<file path="config.mk">
export PLATFORM = sky130hd
export DESIGN_NAME = qte_cordic_cell
export DESIGN_NICKNAME = d
export VERILOG_FILES = /design/src/sv/quaternion_to_euler_angles_macros.svh /design/src/sv/qte_pkg.sv /design/src/sv/qte_cordic_cell.sv
export SDC_FILE = /design/constraint.sdc
export NUM_CORES = 1
export LEC_CHECK = 0
export BUFFER_PORTS_ARGS = -buffer_cell sky130_fd_sc_hd__buf_2
export CAP_MARGIN = 0
export CORE_UTILIZATION = 50
export DETAILED_ROUTE_END_ITERATION = 6
export PLACE_DENSITY_LB_ADDON = 0.3
export SLEW_MARGIN = 25
export SYNTH_ARGS = -nofsm -noshare
export SYNTH_HDL_FRONTEND = slang
export SYNTH_SLANG_ARGS = --single-unit
</file>
<file path="constraint.sdc">
create_clock -name aclk -period 9.2 [get_ports aclk]
set_input_delay 1.38 -clock aclk [delete_from_list [all_inputs] [get_ports aclk]]
set_output_delay 1.38 -clock aclk [all_outputs]
set_load 0.03 [all_outputs]
</file>
<file path="src/sv/quaternion_to_euler_angles_macros.svh">
// Assertion macros shared by the quaternion to Euler angle RTL
`ifndef QUATERNION_TO_EULER_ANGLES_MACROS_SVH
`define QUATERNION_TO_EULER_ANGLES_MACROS_SVH

// same-cycle implication, clocked on aclk, off during reset
`define QTE_ASSERT_SAME(label, ante, cons) \
    label: assert property (@(posedge aclk) disable iff (!aresetn) (ante) |-> (cons)) \
        else $error("qte check failed");

// next-cycle implication, clocked on aclk, off during reset
`define QTE_ASSERT_NEXT(label, ante, cons) \
    label: assert property (@(posedge aclk) disable iff (!aresetn) (ante) |=> (cons)) \
        else $error("qte check failed");

`endif

</file>
<file path="src/sv/qte_pkg.sv">
// Types, constants and helper functions for the quaternion to Euler angle block
`default_nettype none
package qte_pkg;

    localparam int QW          = 16;   // quaternion component width
    localparam int AW          = 16;   // output angle width
    localparam int SW          = 34;   // sine/cosine term width (Q30, range +-2^32)
    localparam int CW          = 37;   // CORDIC x/y width, room for gain and pre-rotation
    localparam int ZW          = 34;   // angle accumulator, 2^32 per turn
    localparam int RW          = 61;   // radicand width, up to 2^60
    localparam int SQW         = 62;   // square root running result width
    localparam int SQRT_STEPS  = 31;   // one result bit per cell
    localparam int TABLE_LEN   = 24;
    localparam int CORDIC_STEPS_DEF = 16;

    localparam logic signed [SW-1:0] ONE_Q30      = SW'(64'sd1073741824);
    localparam logic signed [ZW-1:0] QUARTER_TURN = ZW'(64'sd1073741824);
    localparam logic signed [ZW-1:0] HALF_TURN    = ZW'(64'sd2147483648);
    localparam logic signed [AW-1:0] PITCH_UP     = 16'sd16384;
    localparam logic signed [AW-1:0] PITCH_DOWN   = -16'sd16384;

    typedef struct packed {
        logic                   hold;   // angle settled before rotations (zero sine part)
        logic signed [CW-1:0]   x;
        logic signed [CW-1:0]   y;
        logic signed [ZW-1:0]   z;
    } cordic_t;

    typedef struct packed {
        logic [RW-1:0]          v;
        logic [SQW-1:0]         res;
        logic signed [SW-1:0]   sp;     // pitch sine rides along
    } sqrt_t;

    // round(atan(2^-i) * 2^32 / (2 pi))
    function automatic logic [31:0] atan_entry(input logic [4:0] idx);
        logic [31:0] r;
        case (idx)
            5'd0:    r = 32'd536870912;
            5'd1:    r = 32'd316933406;
            5'd2:    r = 32'd167458907;
            5'd3:    r = 32'd85004756;
            5'd4:    r = 32'd42667331;
            5'd5:    r = 32'd21354465;
            5'd6:    r = 32'd10679838;
            5'd7:    r = 32'd5340245;
            5'd8:    r = 32'd2670163;
            5'd9:    r = 32'd1335087;
            5'd10:   r = 32'd667544;
            5'd11:   r = 32'd333772;
            5'd12:   r = 32'd166886;
            5'd13:   r = 32'd83443;
            5'd14:   r = 32'd41722;
            5'd15:   r = 32'd20861;
            5'd16:   r = 32'd10430;
            5'd17:   r = 32'd5215;
            5'd18:   r = 32'd2608;
            5'd19:   r = 32'd1304;
            5'd20:   r = 32'd652;
            5'd21:   r = 32'd326;
            5'd22:   r = 32'd163;
            5'd23:   r = 32'd81;
            default: r = 32'd0;
        endcase
        return r;
    endfunction

    // zero-sine shortcut and quarter-turn move into the right half plane
    function automatic cordic_t cordic_pre(input logic signed [SW-1:0] s,
                                           input logic signed [SW-1:0] c);
        cordic_t r;
        logic signed [CW-1:0] sx, cx;
        sx = CW'(s);
        cx = CW'(c);
        r.hold = 1'b0;
        r.x    = cx;
        r.y    = sx;
        r.z    = '0;
        if (s == '0) begin
            r.hold = 1'b1;
            r.z    = (c < 0) ? HALF_TURN : '0;
        end else if (c < 0) begin
            if (s > 0) begin
                r.x = sx;
                r.y = -cx;
                r.z = QUARTER_TURN;
            end else begin
                r.x = -sx;
                r.y = cx;
                r.z = -QUARTER_TURN;
            end
        end
        return r;
    endfunction

    // floor((a + 32768) / 65536) modulo 2^16
    function automatic logic [AW-1:0] to_angle16(input logic signed [ZW-1:0] a);
        logic signed [ZW-1:0] t;
        t = a + ZW'(32768);
        return t[31:16];
    endfunction

endpackage
`default_nettype wire

</file>
<file path="src/sv/qte_cordic_cell.sv">
// One vectoring CORDIC micro-rotation, registered
`default_nettype none
module qte_cordic_cell
    import qte_pkg::*;
#(
    parameter int STEP = 0
) (
    input  wire logic    aclk,
    input  wire logic    en,
    input  wire cordic_t cell_in,
    output cordic_t      cell_out_reg
);

    cordic_t cell_next;
    logic signed [CW-1:0] xs, ys;
    logic signed [ZW-1:0] da;

    assign xs = cell_in.x >>> STEP;
    assign ys = cell_in.y >>> STEP;
    assign da = ZW'(atan_entry(5'(STEP)));

    always_comb begin
        cell_next = cell_in;
        if (!cell_in.hold) begin
            if (cell_in.y >= 0) begin
                cell_next.x = cell_in.x + ys;
                cell_next.y = cell_in.y - xs;
                cell_next.z = cell_in.z + da;
            end else begin
                cell_next.x = cell_in.x - ys;
                cell_next.y = cell_in.y + xs;
                cell_next.z = cell_in.z - da;
            end
        end
    end

    always_ff @(posedge aclk) begin
        if (en) begin
            cell_out_reg <= cell_next;
        end
    end

endmodule
`default_nettype wire

</file>
; ---- Yosys cells after proc, flatten, opt, wreduce, memory -nomap -nowiden
; Index checks and enable logic that the tools add are counted.
[word_totals]
ff_bits = 109
latch_bits = 0
ramBits = 0
mem_bits_ro = 0
inputBits = 111
out_inout_bits = 109
elab_cells = 12
mem_count = 0
[classes]
n_addsub = 5
mul = 0
div_mod_pow = 0
order_cmp = 1
n_eq_ne = 0
shift = 0
mux = 2
n_bitwise = 0
reduce_logical = 0
[op_table]
columns = cell, count
row1 = two-way mux 108 bit, 2
row2 = subtractor 37 bit, 2
row3 = adder 37 bit, 1
row4 = >= comparator 37 x 1 -> 1 bit (second input constant), 1
row5 = adder 34 x 31 -> 34 bit (second input constant), 1
row6 = subtractor 34 x 31 -> 34 bit (second input constant), 1

; ---- Longest topological paths before layout
[logic_depth]
depth_word = 3
mapped_depth = 13
mapped_depth_nobuf = 12

; ---- Worst setup path after synthesis
; No wires, ideal clock.
[synth_timing]
kind = input -> register
startpoint = input port cell_in[44] (netlist bit)
endpoint = register cell_out_reg[69] (netlist bit) (data pin)
setup_time_ns = 0.279
t_arrival_ns = 4.205
t_required_ns = 8.921
slack_ns = 4.715
cell_stages = 11
path_buffers = 0
cell_sequence = inv_1 ha_1 or4_4 a2111oi_4 o21ai_2 nor4bb_1 or3_4 o311a_4 a211oi_4 o31a_1 a2111oi_4
[synth_lines]
columns = item, line_no
row1 = from (decl), qte_cordic_cell.sv:10  ; input wire cordic_t cell_in,
row2 = to (signal assigned), qte_cordic_cell.sv:39  ; cell_out_reg <= cell_next;
row3 = to (decl), qte_cordic_cell.sv:11  ; output cordic_t cell_out_reg

==> qor.csv <==
stage;metric;value;unit
floorplan;fp.dieW;149;um
global_route;grt.busiest_layer;met2;
global_route;grt_util_all_layers;0.295;
sta;fmax;202;MHz
cts;root_buffer;clkbuf_16;
critical_path;worstSetupPathType;input port to flop;
place;dp_cells;1721;
place;dp_hpwl;25500;um
synth;synth-seq-cells;109;
cells_and_area;instances_no_fill;1737;
synth;synth_top_cell_area_share;0.302;
cts;cts_resized;0;
detailed_routing;drt_iter0_drc;908;
cells_and_area;drive_above_1_share;0.185;
sta;finalCriticalPeriod;4.94;ns
flow_run;max_cap_viol_count;0;
critical_path;end_kind;flop;
cts;htreeDepth;3;
min_path;worstHoldPathType;input port to flop;
cts;postCtsHoldBufs;0;
floorplan;dieArea;0.0222;sq mm
sta;max_slew_margin;0.293;
critical_path;crit_arrival;5.04;ns
place;io_buffer_count;219;
synth;syn_nets;1515;
cts;clockBufferDepth;2;
synth;synth_most_common_cell;a21oi_1;
critical_path;worstPathMaxFanout;9;
place;pre_cts_ws;4.00;ns
critical_path;critPathLaunchType;input port;
cts;clk_pin_slew;0.08;ns
detailed_routing;viasPerCell;5.97;
global_route;use_met2;0.470;
cts;cts_tree;yes;
global_route;grt_overflow;0;
synth;synth_warnings;0;
synth;netlist_area;0.0108;sq mm
synth;seq_area_frac_synth;0.302;
synth;async_flop_share;0;
cells_and_area;largest_reg_flops;109;
synth;ys.flop_type;edfxtp_1;
floorplan;start_util;0.512;
global_route;antenna_found_initial;0;
pwr;p_leak;0.00551;uW
global_route;grt_max_degree;73;
sta;worst_pin_slew;1.03;ns
synth;ys_top_cells_by_count;143 x a21oi_1, 116 x inv_1, 111 x ha_1, 109 x edfxtp_1, 108 x nor2_1;
cells_and_area;nets;1683;
sta;slew_viol_final;0;
cts;cts_sinks;109;
detailed_routing;route.detailed.drc;0;
global_route;grt_pass1_vias;9489;
floorplan;rows;53;
place;gp_congestion;0.952;
global_route;grtUsageMet3;0.0468;
cts;post_cts_buffers;0;
global_route;grt_pass1_wl;51300;um
detailed_routing;wl_per_cell;19.1;um
floorplan;coreArea;0.0212;sq mm
cts;cts_buffers;9;
sta;rsz0062_at_grt;false;
pwr;vdd_ir_drop_max;0.0000954;V
cells_and_area;syn2layout_area_growth;14.0;%
detailed_routing;detail-route-antenna-nets;0;
sta;hold_viol;0;
critical_path;cp.required;9.29;ns
cells_and_area;fin_util;0.583;
sta;setup_viol;0;
detailed_routing;num_vias;10400;
detailed_routing;drtPass1Iterations;6;
sta;final.setup.tns;0;ns
synth;yosys.area.top_type;edfxtp_1;
global_route;grtUsageMet1;0.415;
run_status;status;completed;
synth;synth.area.top_cells;edfxtp_1 30%, ha_1 13%, a21oi_1 6.6%;
pwr;powerDensity;143;mW/mm^2
sta;setup_slack;4.26;ns
floorplan;die_y;149;um
detailed_routing;routed_wl;33200;um
synth;synth_cells;1289;
floorplan;io_pins;220;
synth;yosysUniqueCellTypes;78;
synth;synth-edff-count;109;
sta;min_period_over_period;0.537;
cells_and_area;antennaDiodeCount;0;
synth;avgSynthCellArea;8.40;sq um
## report_power, final
part | switching, uW | leakage [uW] | total, uW | internal [uW]
Combinational | 490 | 0.00430 | 737 | 247
Sequential | 14.1 | 0.00107 | 631 | 617
Clock | 210 | 0.000140 | 400 | 190
## per-layer routing
| metal | part of all wire | vias to the layer above | wire (um) |
|---|---|---|---|
| met5 | 0 | - | 0 |
| met3 | 0.083 | 40 | 2750 |
| met2 | 0.45 | 463 | 15000 |
| li1 | - | 5003 | - |
| met1 | 0.45 | 4866 | 14900 |
| met4 | 0.016 | 0 | 547 |
## cell usage in the layout (no fill, tap or decap), drive strengths merged, types with 5 or more instances in the layout
cell type | Yosys | routed
a2111oi | 8 | 8
a211o | 6 | 6
a211oi | 14 | 14
a21o | 29 | 29
a21oi | 143 | 143
a221oi | 6 | 6
a311oi | 5 | 5
a31oi | 12 | 12
and3 | 9 | 9
buf | 23 | 226
clkbuf | 46 | 10
clkinv | 4 | 7
edfxtp | 109 | 109
ha | 111 | 111
inv | 117 | 120
mux2i | 30 | 30
nand2 | 87 | 87
nand2b | 15 | 15
nand3 | 28 | 28
nand4 | 9 | 9
nor2 | 108 | 108
nor2b | 12 | 12
nor3 | 26 | 26
o211ai | 12 | 12
o21a | 17 | 17
o21ai | 97 | 97
o21bai | 28 | 28
o311ai | 8 | 8
o31a | 6 | 6
o31ai | 16 | 16
or2 | 10 | 10
or3 | 11 | 11
xnor2 | 49 | 49
xor2 | 8 | 8
## metrics by stage
stage                     hold WS [ns]  total power, uW  cell area [sq um]
after detailed placement          1.56             1370              12100
after global placement            1.56             1360              12100
after global routing              1.17             1850              12300
after floorplan                   1.48             1150              10800
after CTS                         1.17             1770              12300
final                             1.18             1770              12300
## logic make-up (layout without fill, tap and decap cells)
family	count (synthesis)	in the layout	synth area share
AOI/OAI and AO/OA	448	448	0.271
xor gates and xnor gates	57	57	0.0461
buffers and inverters	190	363	0.0667
adders and majority gates	115	115	0.136
DFF	109	109	0.302
muxes	32	32	0.0298
and+or+nand+nor	338	338	0.148
## final timing paths
kind / slack (ns) / start / cells past startpoint / end
max: 4.26 / cell_in[39] / 12 / cell_out_reg[105]$_DFFE_PP_
min: 1.18 / cell_in[2] / 1 / cell_out_reg[2]$_DFFE_PP_
## cell type report
class,count,area (sq um)
fill,1966,8810
multi-input combinational,990,6830
sequential,109,3270
tap,275,344
clock inverter,6,55.1
clock buffer,10,229
timing repair buffer,226,1150
inverter,121,454
## worst max-delay path, cell delays in order
cell and delay [ns]:
buf_2 0.11, inv_1 0.05, ha_1 0.51, inv_1 0.18
a2111oi_0 0.72, a21oi_1 0.19, a211o_1 0.34, o211a_1 0.34
a2111oi_0 0.70, nor2_1 0.14, o211ai_1 0.19, o311ai_0 0.17
Note: power is estimated with default switching activity, not from simulation.
