## config.mk

```make
export PLATFORM = sky130hd
export DESIGN_NAME = qte_sqrt_cell
export DESIGN_NICKNAME = d
export VERILOG_FILES = /design/src/sv/quaternion_to_euler_angles_macros.svh /design/src/sv/qte_pkg.sv /design/src/sv/qte_sqrt_cell.sv
export SDC_FILE = /design/constraint.sdc
export NUM_CORES = 1
export LEC_CHECK = 0
export BUFFER_PORTS_ARGS = -buffer_cell sky130_fd_sc_hd__buf_2
export CAP_MARGIN = 15
export CORE_MARGIN = 2
export CORE_UTILIZATION = 40
export CTS_CLUSTER_SIZE = 8
export DETAILED_ROUTE_END_ITERATION = 10
export PLACE_DENSITY_LB_ADDON = 0.15
export SETUP_SLACK_MARGIN = 0.05
export SLEW_MARGIN = 0
export SYNTH_ARGS = -nofsm -noshare
export SYNTH_HDL_FRONTEND = slang
export SYNTH_SLANG_ARGS = --single-unit
```

## constraint.sdc

```tcl
create_clock -name aclk -period 7.8 [get_ports aclk]
set_input_delay 1.56 -clock aclk [delete_from_list [all_inputs] [get_ports aclk]]
set_output_delay 1.56 -clock aclk [all_outputs]
set_load 0.03 [all_outputs]
```

## src/sv/quaternion_to_euler_angles_macros.svh

```systemverilog
// Assertion macros shared by the quaternion to Euler angle RTL
`ifndef QUATERNION_TO_EULER_ANGLES_MACROS_SVH
`define QUATERNION_TO_EULER_ANGLES_MACROS_SVH

// same-cycle implication, clocked on aclk, off during reset
`define QTE_ASSERT_SAME(label, ante, cons) \
    label: assert property (@(posedge aclk) disable iff (!aresetn) (ante) |-> (cons)) \
        else $error("qte check failed");

// next-cycle implication, clocked on aclk, off during reset
`define QTE_ASSERT_NEXT(label, ante, cons) \
    label: assert property (@(posedge aclk) disable iff (!aresetn) (ante) |=> (cons)) \
        else $error("qte check failed");

`endif

```

## src/sv/qte_pkg.sv

```systemverilog
// Types, constants and helper functions for the quaternion to Euler angle block
`default_nettype none
package qte_pkg;

    localparam int QW          = 16;   // quaternion component width
    localparam int AW          = 16;   // output angle width
    localparam int SW          = 34;   // sine/cosine term width (Q30, range +-2^32)
    localparam int CW          = 37;   // CORDIC x/y width, room for gain and pre-rotation
    localparam int ZW          = 34;   // angle accumulator, 2^32 per turn
    localparam int RW          = 61;   // radicand width, up to 2^60
    localparam int SQW         = 62;   // square root running result width
    localparam int SQRT_STEPS  = 31;   // one result bit per cell
    localparam int TABLE_LEN   = 24;
    localparam int CORDIC_STEPS_DEF = 16;

    localparam logic signed [SW-1:0] ONE_Q30      = SW'(64'sd1073741824);
    localparam logic signed [ZW-1:0] QUARTER_TURN = ZW'(64'sd1073741824);
    localparam logic signed [ZW-1:0] HALF_TURN    = ZW'(64'sd2147483648);
    localparam logic signed [AW-1:0] PITCH_UP     = 16'sd16384;
    localparam logic signed [AW-1:0] PITCH_DOWN   = -16'sd16384;

    typedef struct packed {
        logic                   hold;   // angle settled before rotations (zero sine part)
        logic signed [CW-1:0]   x;
        logic signed [CW-1:0]   y;
        logic signed [ZW-1:0]   z;
    } cordic_t;

    typedef struct packed {
        logic [RW-1:0]          v;
        logic [SQW-1:0]         res;
        logic signed [SW-1:0]   sp;     // pitch sine rides along
    } sqrt_t;

    // round(atan(2^-i) * 2^32 / (2 pi))
    function automatic logic [31:0] atan_entry(input logic [4:0] idx);
        logic [31:0] r;
        case (idx)
            5'd0:    r = 32'd536870912;
            5'd1:    r = 32'd316933406;
            5'd2:    r = 32'd167458907;
            5'd3:    r = 32'd85004756;
            5'd4:    r = 32'd42667331;
            5'd5:    r = 32'd21354465;
            5'd6:    r = 32'd10679838;
            5'd7:    r = 32'd5340245;
            5'd8:    r = 32'd2670163;
            5'd9:    r = 32'd1335087;
            5'd10:   r = 32'd667544;
            5'd11:   r = 32'd333772;
            5'd12:   r = 32'd166886;
            5'd13:   r = 32'd83443;
            5'd14:   r = 32'd41722;
            5'd15:   r = 32'd20861;
            5'd16:   r = 32'd10430;
            5'd17:   r = 32'd5215;
            5'd18:   r = 32'd2608;
            5'd19:   r = 32'd1304;
            5'd20:   r = 32'd652;
            5'd21:   r = 32'd326;
            5'd22:   r = 32'd163;
            5'd23:   r = 32'd81;
            default: r = 32'd0;
        endcase
        return r;
    endfunction

    // zero-sine shortcut and quarter-turn move into the right half plane
    function automatic cordic_t cordic_pre(input logic signed [SW-1:0] s,
                                           input logic signed [SW-1:0] c);
        cordic_t r;
        logic signed [CW-1:0] sx, cx;
        sx = CW'(s);
        cx = CW'(c);
        r.hold = 1'b0;
        r.x    = cx;
        r.y    = sx;
        r.z    = '0;
        if (s == '0) begin
            r.hold = 1'b1;
            r.z    = (c < 0) ? HALF_TURN : '0;
        end else if (c < 0) begin
            if (s > 0) begin
                r.x = sx;
                r.y = -cx;
                r.z = QUARTER_TURN;
            end else begin
                r.x = -sx;
                r.y = cx;
                r.z = -QUARTER_TURN;
            end
        end
        return r;
    endfunction

    // floor((a + 32768) / 65536) modulo 2^16
    function automatic logic [AW-1:0] to_angle16(input logic signed [ZW-1:0] a);
        logic signed [ZW-1:0] t;
        t = a + ZW'(32768);
        return t[31:16];
    endfunction

endpackage
`default_nettype wire

```

## src/sv/qte_sqrt_cell.sv

```systemverilog
// One bit of the digit-by-digit integer square root, registered
`default_nettype none
module qte_sqrt_cell
    import qte_pkg::*;
#(
    parameter int STEP = 0
) (
    input  wire logic  aclk,
    input  wire logic  en,
    input  wire sqrt_t cell_in,
    output sqrt_t      cell_out_reg
);

    localparam logic [SQW-1:0] BIT = SQW'(1) << (2 * (SQRT_STEPS - 1 - STEP));

    sqrt_t cell_next;
    logic [SQW-1:0] trial;

    assign trial = cell_in.res + BIT;

    always_comb begin
        cell_next = cell_in;
        if (SQW'(cell_in.v) >= trial) begin
            cell_next.v   = cell_in.v - RW'(trial);
            cell_next.res = (cell_in.res >> 1) + BIT;
        end else begin
            cell_next.res = cell_in.res >> 1;
        end
    end

    always_ff @(posedge aclk) begin
        if (en) begin
            cell_out_reg <= cell_next;
        end
    end

endmodule
`default_nettype wire

```

After elaboration in Yosys (flattened, before gate mapping) --
Cells that the tools add are included. W data, S select, Z words.
Storage, ports and cells: register bits 157, latch bits 0, bits in writable memories 0, memory bits (read-only) 0, input port bits 159, output and inout bits 157, memories 0
Cells by class: add/subtract/negate cells 3, $mul 0, divide/modulo/power cells 0, magnitude comparators 1, equal/unequal tests 0, shift-type cells 0, multiplexer cells 2, bitwise gates (word level) 0, reductions and logical operators 0
Operators by type and width (count):
- $mux W61 | 2
- $add A61 B61 Y62 const B | 1
- $add A62 B61 Y62 const B | 1
- $ge A61 B62 Y1 | 1
- $sub A61 B61 Y61 | 1

Logic depth before layout (Yosys ltp) --
Gate-level depths: netlist of run 1.
depth after elaboration 3, mapped depth 15, depth with buffers taken out 13

Least setup slack after synthesis of run 1 --
No wires, ideal clock.
path kind input-to-reg, start point in cell_in[57] (netlist bit), end point reg cell_out_reg[143] (netlist bit) (data pin), data arrival time 4224 ps, setup slack 3316 ps, stages on the path 13, path through inv_1 -> ha_1 -> clkbuf_1 -> nand4_1 -> or4_1 -> or3_4 -> nor4_2 -> nor3_1 -> a21oi_2 -> a21o_1 -> buf_6 -> buf_8 -> mux2_2
RTL lines:
- start: declaration | RTL line qte_sqrt_cell.sv:10 | input wire sqrt_t cell_in,
- end signal: assignment | RTL line qte_sqrt_cell.sv:33 | cell_out_reg <= cell_next;
- end: declaration | RTL line qte_sqrt_cell.sv:11 | output sqrt_t cell_out_reg

==> impl_metrics.prom, run 1 <==
# TYPE chip_impl_metric gauge
chip_impl_metric{name="grtUsageTotal",unit="%"} 20.26
chip_impl_metric{name="post-cts-setup-buffer-count",unit=""} 0
chip_impl_metric{name="post_cts_resize_count",unit=""} 0
chip_impl_metric{name="viasPerCell",unit=""} 5.143
chip_impl_metric{name="cts-hold-fix-buffers",unit=""} 0
chip_impl_metric{name="totalWireLength",unit="mm"} 25.24
chip_impl_metric{name="gp_congestion",unit=""} 0.8776
chip_impl_metric{name="cts_num_sinks",unit=""} 157
chip_impl_info{name="synth_top_family_by_area",value="compound AO/OA/AOI/OAI gates"} 1
chip_impl_metric{name="die_h",unit="um"} 156.7
chip_impl_metric{name="floorplan.initialDensity",unit="%"} 40.94
chip_impl_metric{name="insertedDiodeCount",unit=""} 0
chip_impl_metric{name="min_period",unit="ns"} 5.327
chip_impl_metric{name="clock_tree.buffer_depth",unit=""} 2
chip_impl_metric{name="simple_gate_share_of_the_synthesized_area",unit="%"} 12.83
chip_impl_info{name="critPathKind",value="in -> reg"} 1
chip_impl_info{name="worstSetupEndpointType",value="flop"} 1
chip_impl_metric{name="multi_input_comb_area",unit="sq um"} 4153
chip_impl_metric{name="synth_edf_count",unit=""} 157
chip_impl_metric{name="floorplan.io_pins",unit=""} 316
chip_impl_metric{name="chipWidth",unit="um"} 156.7
chip_impl_metric{name="timing.final.crit_share",unit="%"} 68.29
chip_impl_metric{name="fraction_of_post_synthesis_cell_area_in_the_top_cell_type_by_area",unit="%"} 50.55
chip_impl_metric{name="required_time_reported_for_the_critical_path_endpoint",unit="ns"} 7.99
chip_impl_metric{name="synth-adder-area-share",unit="%"} 8.398
chip_impl_info{name="rsz0062_at_grt",value="false"} 1
chip_impl_metric{name="drt_drc_violations_left",unit=""} 0
chip_impl_info{name="timing.hold.worst_endpoint",value="cell_out_reg[22]$_DFFE_PP_"} 1
chip_impl_metric{name="place_inst",unit=""} 1508
chip_impl_metric{name="grt_pass1_vias",unit=""} 7555
chip_impl_metric{name="cap_viol_max_count",unit=""} 0
chip_impl_metric{name="largest_reg_flops",unit=""} 157
chip_impl_metric{name="pin_count_of_the_biggest_net_entering_global_routing",unit=""} 84
chip_impl_metric{name="globalRouteOverflowTotal",unit=""} 0
chip_impl_metric{name="fin_cells",unit=""} 1540
chip_impl_info{name="tritoncts",value="built"} 1
chip_impl_metric{name="syn_area_per_cell",unit="sq um"} 10.14
chip_impl_metric{name="yosys_register_bits",unit=""} 157
chip_impl_info{name="min_path_type",value="in -> reg"} 1
chip_impl_metric{name="fillers",unit=""} 2152
chip_impl_metric{name="first_iter_violations",unit=""} 527
chip_impl_metric{name="worst_hold_path.num_cells",unit=""} 1
chip_impl_metric{name="power_density",unit="nW/um^2"} 221.7
chip_impl_metric{name="fraction_of_the_mapped_netlist_area_in_compound_gates",unit="%"} 17.24
chip_impl_info{name="synth.top_cells.by_area",value="sky130_fd_sc_hd__edfxtp_1 51%, sky130_fd_sc_hd__ha_1 8.2%, sky130_fd_sc_hd__a21oi_1 6.8%"} 1
chip_impl_metric{name="post-route-util",unit="%"} 51.46
chip_impl_metric{name="route.vias.total",unit=""} 7920
chip_impl_metric{name="setup_viol",unit=""} 0
chip_impl_metric{name="crit_fanout",unit=""} 77
chip_impl_metric{name="power",unit="mW"} 2.599
chip_impl_metric{name="final_net_count",unit=""} 1435
chip_impl_metric{name="area_growth",unit="%"} 25.69
chip_impl_metric{name="post_synthesis_cells",unit=""} 920
chip_impl_metric{name="regArea",unit="sq um"} 4715
chip_impl_metric{name="seq_area_frac_synth",unit="%"} 50.55
chip_impl_metric{name="worst_slack",unit="ns"} 2.473
chip_impl_metric{name="placed_area",unit="sq um"} 11130
chip_impl_metric{name="postLayoutCellArea",unit="sq um"} 11720
chip_impl_metric{name="fmax",unit="MHz"} 187.7
chip_impl_metric{name="synth_cell_types",unit=""} 62
chip_impl_metric{name="grt_antenna_before_repair",unit=""} 2
chip_impl_metric{name="peak_supply_drop",unit="mV"} 0.1255
chip_impl_metric{name="clkTransAtPathRegs",unit="ns"} 0.08
chip_impl_metric{name="report.final.hold_viol_count",unit=""} 0
chip_impl_info{name="clock-root-buffer",value="sky130_fd_sc_hd__clkbuf_16"} 1
chip_impl_metric{name="setup_tns",unit="ns"} 0
chip_impl_metric{name="grt_pass1_wl",unit="mm"} 38.98
chip_impl_metric{name="power.static_leakage",unit="nW"} 5.200
chip_impl_metric{name="synthesis.area",unit="sq um"} 9326
chip_impl_metric{name="drt_pass1_iterations",unit=""} 5
chip_impl_info{name="final_cell_mix",value="314 x sky130_fd_sc_hd__buf_2, 157 x sky130_fd_sc_hd__edfxtp_1, 127 x sky130_fd_sc_hd__a21oi_1"} 1
chip_impl_metric{name="preCtsSetupSlack",unit="ns"} 2.004
chip_impl_metric{name="h-tree-depth",unit=""} 4
chip_impl_info{name="cp-start-kind",value="primary input"} 1
chip_impl_metric{name="worst_ep_arrival_time",unit="ns"} 5.52
chip_impl_metric{name="max_slew.worst_pin.slew",unit="ns"} 1.039
chip_impl_metric{name="place.detailed.hpwl",unit="mm"} 19.36
chip_impl_metric{name="buffers_added_on_ports",unit=""} 315
chip_impl_metric{name="detail_route.wl_per_cell",unit="um"} 16.39
chip_impl_metric{name="yosys.area_share.xor_xnor",unit="%"} 5.259
chip_impl_metric{name="cts_made_buffers",unit=""} 17
chip_impl_info{name="hold_path_startpoint",value="cell_in[22]"} 1
chip_impl_info{name="synth_ff_type",value="sky130_fd_sc_hd__edfxtp_1"} 1
chip_impl_info{name="final_common_cell",value="sky130_fd_sc_hd__buf_2"} 1
chip_impl_metric{name="coreArea",unit="sq um"} 22780
chip_impl_metric{name="die-area",unit="sq um"} 24550
chip_impl_metric{name="yosys-mux-area-fraction",unit="%"} 0.7244
chip_impl_metric{name="synth.yosys.warnings",unit=""} 0
chip_impl_metric{name="rows",unit=""} 55
chip_impl_info{name="run_status",value="complete, no violations"} 1
chip_impl_metric{name="drive_above_1_share",unit="%"} 29.83
chip_impl_metric{name="timing_max_transition_violations_final",unit=""} 0
chip_impl_info{name="netlist.top_cell.by_area",value="sky130_fd_sc_hd__edfxtp_1"} 1
chip_impl_metric{name="antenna_left",unit=""} 0
chip_impl_metric{name="synthesis.nets",unit=""} 1141
chip_impl_metric{name="hold_ws",unit="ns"} 1.303
chip_impl_metric{name="headroom_to_the_max_slew_limit",unit="%"} 30.71
chip_impl_metric{name="asyncSetResetFlopFracSynth",unit="%"} 0
area by class of cell:
| type | instances | area share, % |
|---|---|---|
| clock buffers | 17 | 3.629 |
| clock inverters | 15 | 1.420 |
| inverters | 71 | 2.273 |
| multi-input cells | 649 | 35.43 |
| flip-flops and latches | 157 | 40.22 |
| well taps | 313 | 3.341 |
| repair buffers | 318 | 13.69 |
routing by layer:
| layer | vias up | wire, um | track usage (%) |
|---|---|---|---|
| met5 | - | 13 | 0 |
| met4 | 2 | 250 | 5.810 |
| met3 | 22 | 2079 | 5.566 |
| met2 | 296 | 11610 | 32.64 |
| met1 | 3652 | 11280 | 26.79 |
| li1 | 3948 | - | - |
critical path, cell delays in order:
cell,delay [ns]
sky130_fd_sc_hd__buf_2,0.08
sky130_fd_sc_hd__inv_1,0.04
sky130_fd_sc_hd__ha_1,0.40
sky130_fd_sc_hd__and3_1,0.26
sky130_fd_sc_hd__nand2_1,0.13
sky130_fd_sc_hd__nor4b_1,0.40
sky130_fd_sc_hd__o21ai_0,0.24
sky130_fd_sc_hd__a21oi_1,0.20
sky130_fd_sc_hd__nor3_1,0.14
sky130_fd_sc_hd__o31ai_1,0.53
sky130_fd_sc_hd__a21o_4,0.68
sky130_fd_sc_hd__buf_4,0.49
sky130_fd_sc_hd__o31ai_1,0.15
sky130_fd_sc_hd__o21a_1,0.13
kinds of logic (layout without fill, tap and decap cells):
family	after synthesis	in the layout
mux	6	6
buf+inv	114	421
fa+ha+maj	62	62
compound gates	267	267
simple gates	258	258
flops	157	157
xor+xnor	56	56
power breakdown:
| group | internal, mW | leakage, nW | switching (mW) |
|---|---|---|---|
| logic | 0.237 | 3.38 | 0.478 |
| registers | 1.03 | 1.54 | 0.0172 |
| clock network | 0.431 | 0.284 | 0.410 |
| total | 1.69 | 5.20 | 0.905 |
cells in the mapped netlist (3+ instances only):
cell,number
sky130_fd_sc_hd__ha_1,61
sky130_fd_sc_hd__clkbuf_1,27
sky130_fd_sc_hd__and3_1,4
sky130_fd_sc_hd__nand3_1,10
sky130_fd_sc_hd__nor3_1,7
sky130_fd_sc_hd__o31ai_1,5
sky130_fd_sc_hd__or3_1,3
sky130_fd_sc_hd__o211ai_1,7
sky130_fd_sc_hd__a21o_1,30
sky130_fd_sc_hd__nor2b_1,3
sky130_fd_sc_hd__nand2b_1,12
sky130_fd_sc_hd__nand4_1,20
sky130_fd_sc_hd__inv_1,71
sky130_fd_sc_hd__buf_2,13
sky130_fd_sc_hd__and2_1,3
sky130_fd_sc_hd__a31oi_1,10
sky130_fd_sc_hd__xor2_1,26
sky130_fd_sc_hd__nand2_1,70
sky130_fd_sc_hd__xnor2_1,30
sky130_fd_sc_hd__edfxtp_1,157
sky130_fd_sc_hd__o21bai_1,7
sky130_fd_sc_hd__o21a_1,10
sky130_fd_sc_hd__nor4_1,6
sky130_fd_sc_hd__a211oi_1,5
sky130_fd_sc_hd__o21ai_0,41
sky130_fd_sc_hd__a21oi_1,127
sky130_fd_sc_hd__a221oi_1,3
sky130_fd_sc_hd__nor2_1,104
sky130_fd_sc_hd__mux2_2,6
worst max-delay path by stage:
stage           startpoint  cells after the start                          end
2_1_floorplan  cell_in[57]                     13  cell_out_reg[143]$_DFFE_PP_
4_1_cts        cell_in[50]                     14  cell_out_reg[134]$_DFFE_PP_
3_3_place_gp   cell_in[50]                     14  cell_out_reg[134]$_DFFE_PP_
6_report       cell_in[50]                     14  cell_out_reg[134]$_DFFE_PP_
3_5_place_dp   cell_in[50]                     14  cell_out_reg[134]$_DFFE_PP_
5_1_grt        cell_in[50]                     14  cell_out_reg[134]$_DFFE_PP_
Power figures use the tool's default switching activity.
==> run 2, diff against run 1 <==
==> constraint.sdc (replaced) <==
create_clock -name aclk -period 5.22 [get_ports aclk]
set_input_delay 1.044 -clock aclk [delete_from_list [all_inputs] [get_ports aclk]]
set_output_delay 1.044 -clock aclk [all_outputs]
set_load 0.03 [all_outputs]
==> impl_metrics.prom, run 2 (synthesis results as in run 1) <==
# TYPE chip_impl_metric gauge
chip_impl_info{name="critPathKind",value="in -> reg"} 1
chip_impl_metric{name="area_growth",unit="%"} 26.40
chip_impl_metric{name="first_iter_violations",unit=""} 537
chip_impl_info{name="rsz0062_at_grt",value="false"} 1
chip_impl_metric{name="power.static_leakage",unit="nW"} 5.236
chip_impl_metric{name="chipWidth",unit="um"} 156.7
chip_impl_metric{name="clock_tree.buffer_depth",unit=""} 2
chip_impl_info{name="worstSetupEndpointType",value="flop"} 1
chip_impl_metric{name="cpPeakStageDelay",unit="ns"} 0.58
chip_impl_metric{name="gp_congestion",unit=""} 0.8431
chip_impl_info{name="tritoncts",value="built"} 1
chip_impl_metric{name="globalRouteOverflowTotal",unit=""} 0
chip_impl_metric{name="power_density",unit="nW/um^2"} 330.2
chip_impl_metric{name="die_h",unit="um"} 156.7
chip_impl_info{name="critical_path.most_common_cell",value="sky130_fd_sc_hd__o31ai_1"} 1
chip_impl_metric{name="rows",unit=""} 55
chip_impl_metric{name="detail_route.wl_per_cell",unit="um"} 16.37
chip_impl_info{name="run_status",value="complete, no violations"} 1
chip_impl_info{name="grt_most_used_layer",value="met2"} 1
chip_impl_metric{name="route.vias.total",unit=""} 7927
chip_impl_metric{name="fin_cells",unit=""} 1547
chip_impl_metric{name="number_of_buffers_and_inverters_on_the_critical_path",unit=""} 4
chip_impl_metric{name="met3_usage",unit="%"} 5.760
chip_impl_info{name="cp-start-kind",value="primary input"} 1
chip_impl_info{name="path_delay_family",value="compound AO/OA/AOI/OAI gates"} 1
chip_impl_metric{name="setup_tns",unit="ns"} 0
chip_impl_metric{name="peak_supply_drop",unit="mV"} 0.2061
chip_impl_info{name="critical-path-slowest-cell",value="sky130_fd_sc_hd__or4b_1"} 1
chip_impl_metric{name="drive_above_1_share",unit="%"} 30.23
chip_impl_metric{name="headroom_to_the_max_slew_limit",unit="%"} 49.07
chip_impl_metric{name="required_time_reported_for_the_critical_path_endpoint",unit="ns"} 5.43
chip_impl_metric{name="die-area",unit="sq um"} 24550
chip_impl_info{name="final_common_cell",value="sky130_fd_sc_hd__buf_2"} 1
chip_impl_metric{name="timing_max_transition_violations_final",unit=""} 0
chip_impl_metric{name="drt_drc_violations_left",unit=""} 0
chip_impl_metric{name="max_slew.worst_pin.slew",unit="ns"} 0.7640
chip_impl_info{name="clock-root-buffer",value="sky130_fd_sc_hd__clkbuf_16"} 1
chip_impl_metric{name="cts_made_buffers",unit=""} 17
chip_impl_metric{name="grtUsageTotal",unit="%"} 20.49
chip_impl_metric{name="post-route-util",unit="%"} 51.75
chip_impl_metric{name="drt_pass1_iterations",unit=""} 5
chip_impl_metric{name="crit_fanout",unit=""} 40
chip_impl_metric{name="h-tree-depth",unit=""} 4
chip_impl_metric{name="post_cts_resize_count",unit=""} 0
chip_impl_metric{name="coreArea",unit="sq um"} 22780
chip_impl_metric{name="final_net_count",unit=""} 1442
chip_impl_metric{name="grt_pass1_wl",unit="mm"} 39.58
chip_impl_metric{name="timing.final.crit_share",unit="%"} 81.69
chip_impl_metric{name="grt_pass1_vias",unit=""} 7821
chip_impl_metric{name="viasPerCell",unit=""} 5.124
chip_impl_metric{name="largest_reg_flops",unit=""} 157
chip_impl_metric{name="power",unit="mW"} 3.892
chip_impl_metric{name="met1_resource_use_gr",unit="%"} 26.71
chip_impl_metric{name="worst_ep_arrival_time",unit="ns"} 4.47
chip_impl_metric{name="clkTransAtPathRegs",unit="ns"} 0.08
chip_impl_metric{name="place_inst",unit=""} 1515
chip_impl_metric{name="totalWireLength",unit="mm"} 25.33
chip_impl_metric{name="fmax",unit="MHz"} 234.5
chip_impl_metric{name="pin_count_of_the_biggest_net_entering_global_routing",unit=""} 80
chip_impl_metric{name="buffers_added_on_ports",unit=""} 315
chip_impl_metric{name="cap_viol_max_count",unit=""} 0
chip_impl_metric{name="cts-hold-fix-buffers",unit=""} 0
chip_impl_metric{name="report.final.hold_viol_count",unit=""} 0
chip_impl_metric{name="cts_num_sinks",unit=""} 157
chip_impl_info{name="min_path_type",value="in -> reg"} 1
chip_impl_info{name="crit_chain",value="buf_2 > inv_1 > ha_1 > and3_1 > nand2_1 > or4b_1 > a21oi_1 > nor3_1 > buf_4 > o31ai_1 > a21o_4 > buf_12 > o31ai_1 > o21a_1"} 1
chip_impl_metric{name="floorplan.io_pins",unit=""} 316
chip_impl_metric{name="insertedDiodeCount",unit=""} 0
chip_impl_metric{name="antenna_left",unit=""} 0
chip_impl_metric{name="groute.layer.met2.usage",unit="%"} 33.61
chip_impl_info{name="final_cell_mix",value="314 x sky130_fd_sc_hd__buf_2, 157 x sky130_fd_sc_hd__edfxtp_1, 127 x sky130_fd_sc_hd__a21oi_1"} 1
chip_impl_metric{name="min_period",unit="ns"} 4.264
chip_impl_metric{name="setup_viol",unit=""} 0
chip_impl_metric{name="floorplan.initialDensity",unit="%"} 40.94
chip_impl_metric{name="post-cts-setup-buffer-count",unit=""} 0
chip_impl_metric{name="place.detailed.hpwl",unit="mm"} 19.89
chip_impl_metric{name="grt_antenna_before_repair",unit=""} 1
-- run 2: power breakdown --
group          total [mW]  switching [mW]  internal, mW  leakage [nW]
Combinational        1.08           0.716         0.363          3.42
Sequential           1.56          0.0256          1.53          1.54
Clock                1.26           0.612         0.645         0.282
-- run 2: through the flow --
step / hold WS [ns] / area [sq um] / setup WS [ns]
detailed placement: 1.222 / 11200 / 0.5089
CTS: 0.7617 / 11790 / 0.9538
global route: 0.7653 / 11790 / 0.6797
global placement: 1.221 / 11200 / 0.6264
floorplan: 1.143 / 9326 / 1.252
finish: 0.7782 / 11790 / 0.9556
-- run 2: worst paths after layout --
kind | from | end | slack (ns) | cells past startpoint
max | cell_in[50] | cell_out_reg[134]$_DFFE_PP_ | 0.96 | 14
min | cell_in[19] | cell_out_reg[19]$_DFFE_PP_ | 0.78 | 1
-- run 2: routing by layer --
layer	routed length, um	part of all wire, %
met3	2030	8.0
met2	11620	46
met1	11350	45
met4	312	1.2
met5	13	0.051
-- run 2: cell type report --
| cell class | count | area [sq um] |
|---|---|---|
| clock buffer | 17 | 425.4 |
| clock inverter | 15 | 167.7 |
| fill | 2141 | 10990 |
| inverter | 71 | 266.5 |
| multi-input combinational | 649 | 4153 |
| sequential | 157 | 4715 |
| tap | 313 | 391.6 |
| timing repair buffer | 325 | 1670 |
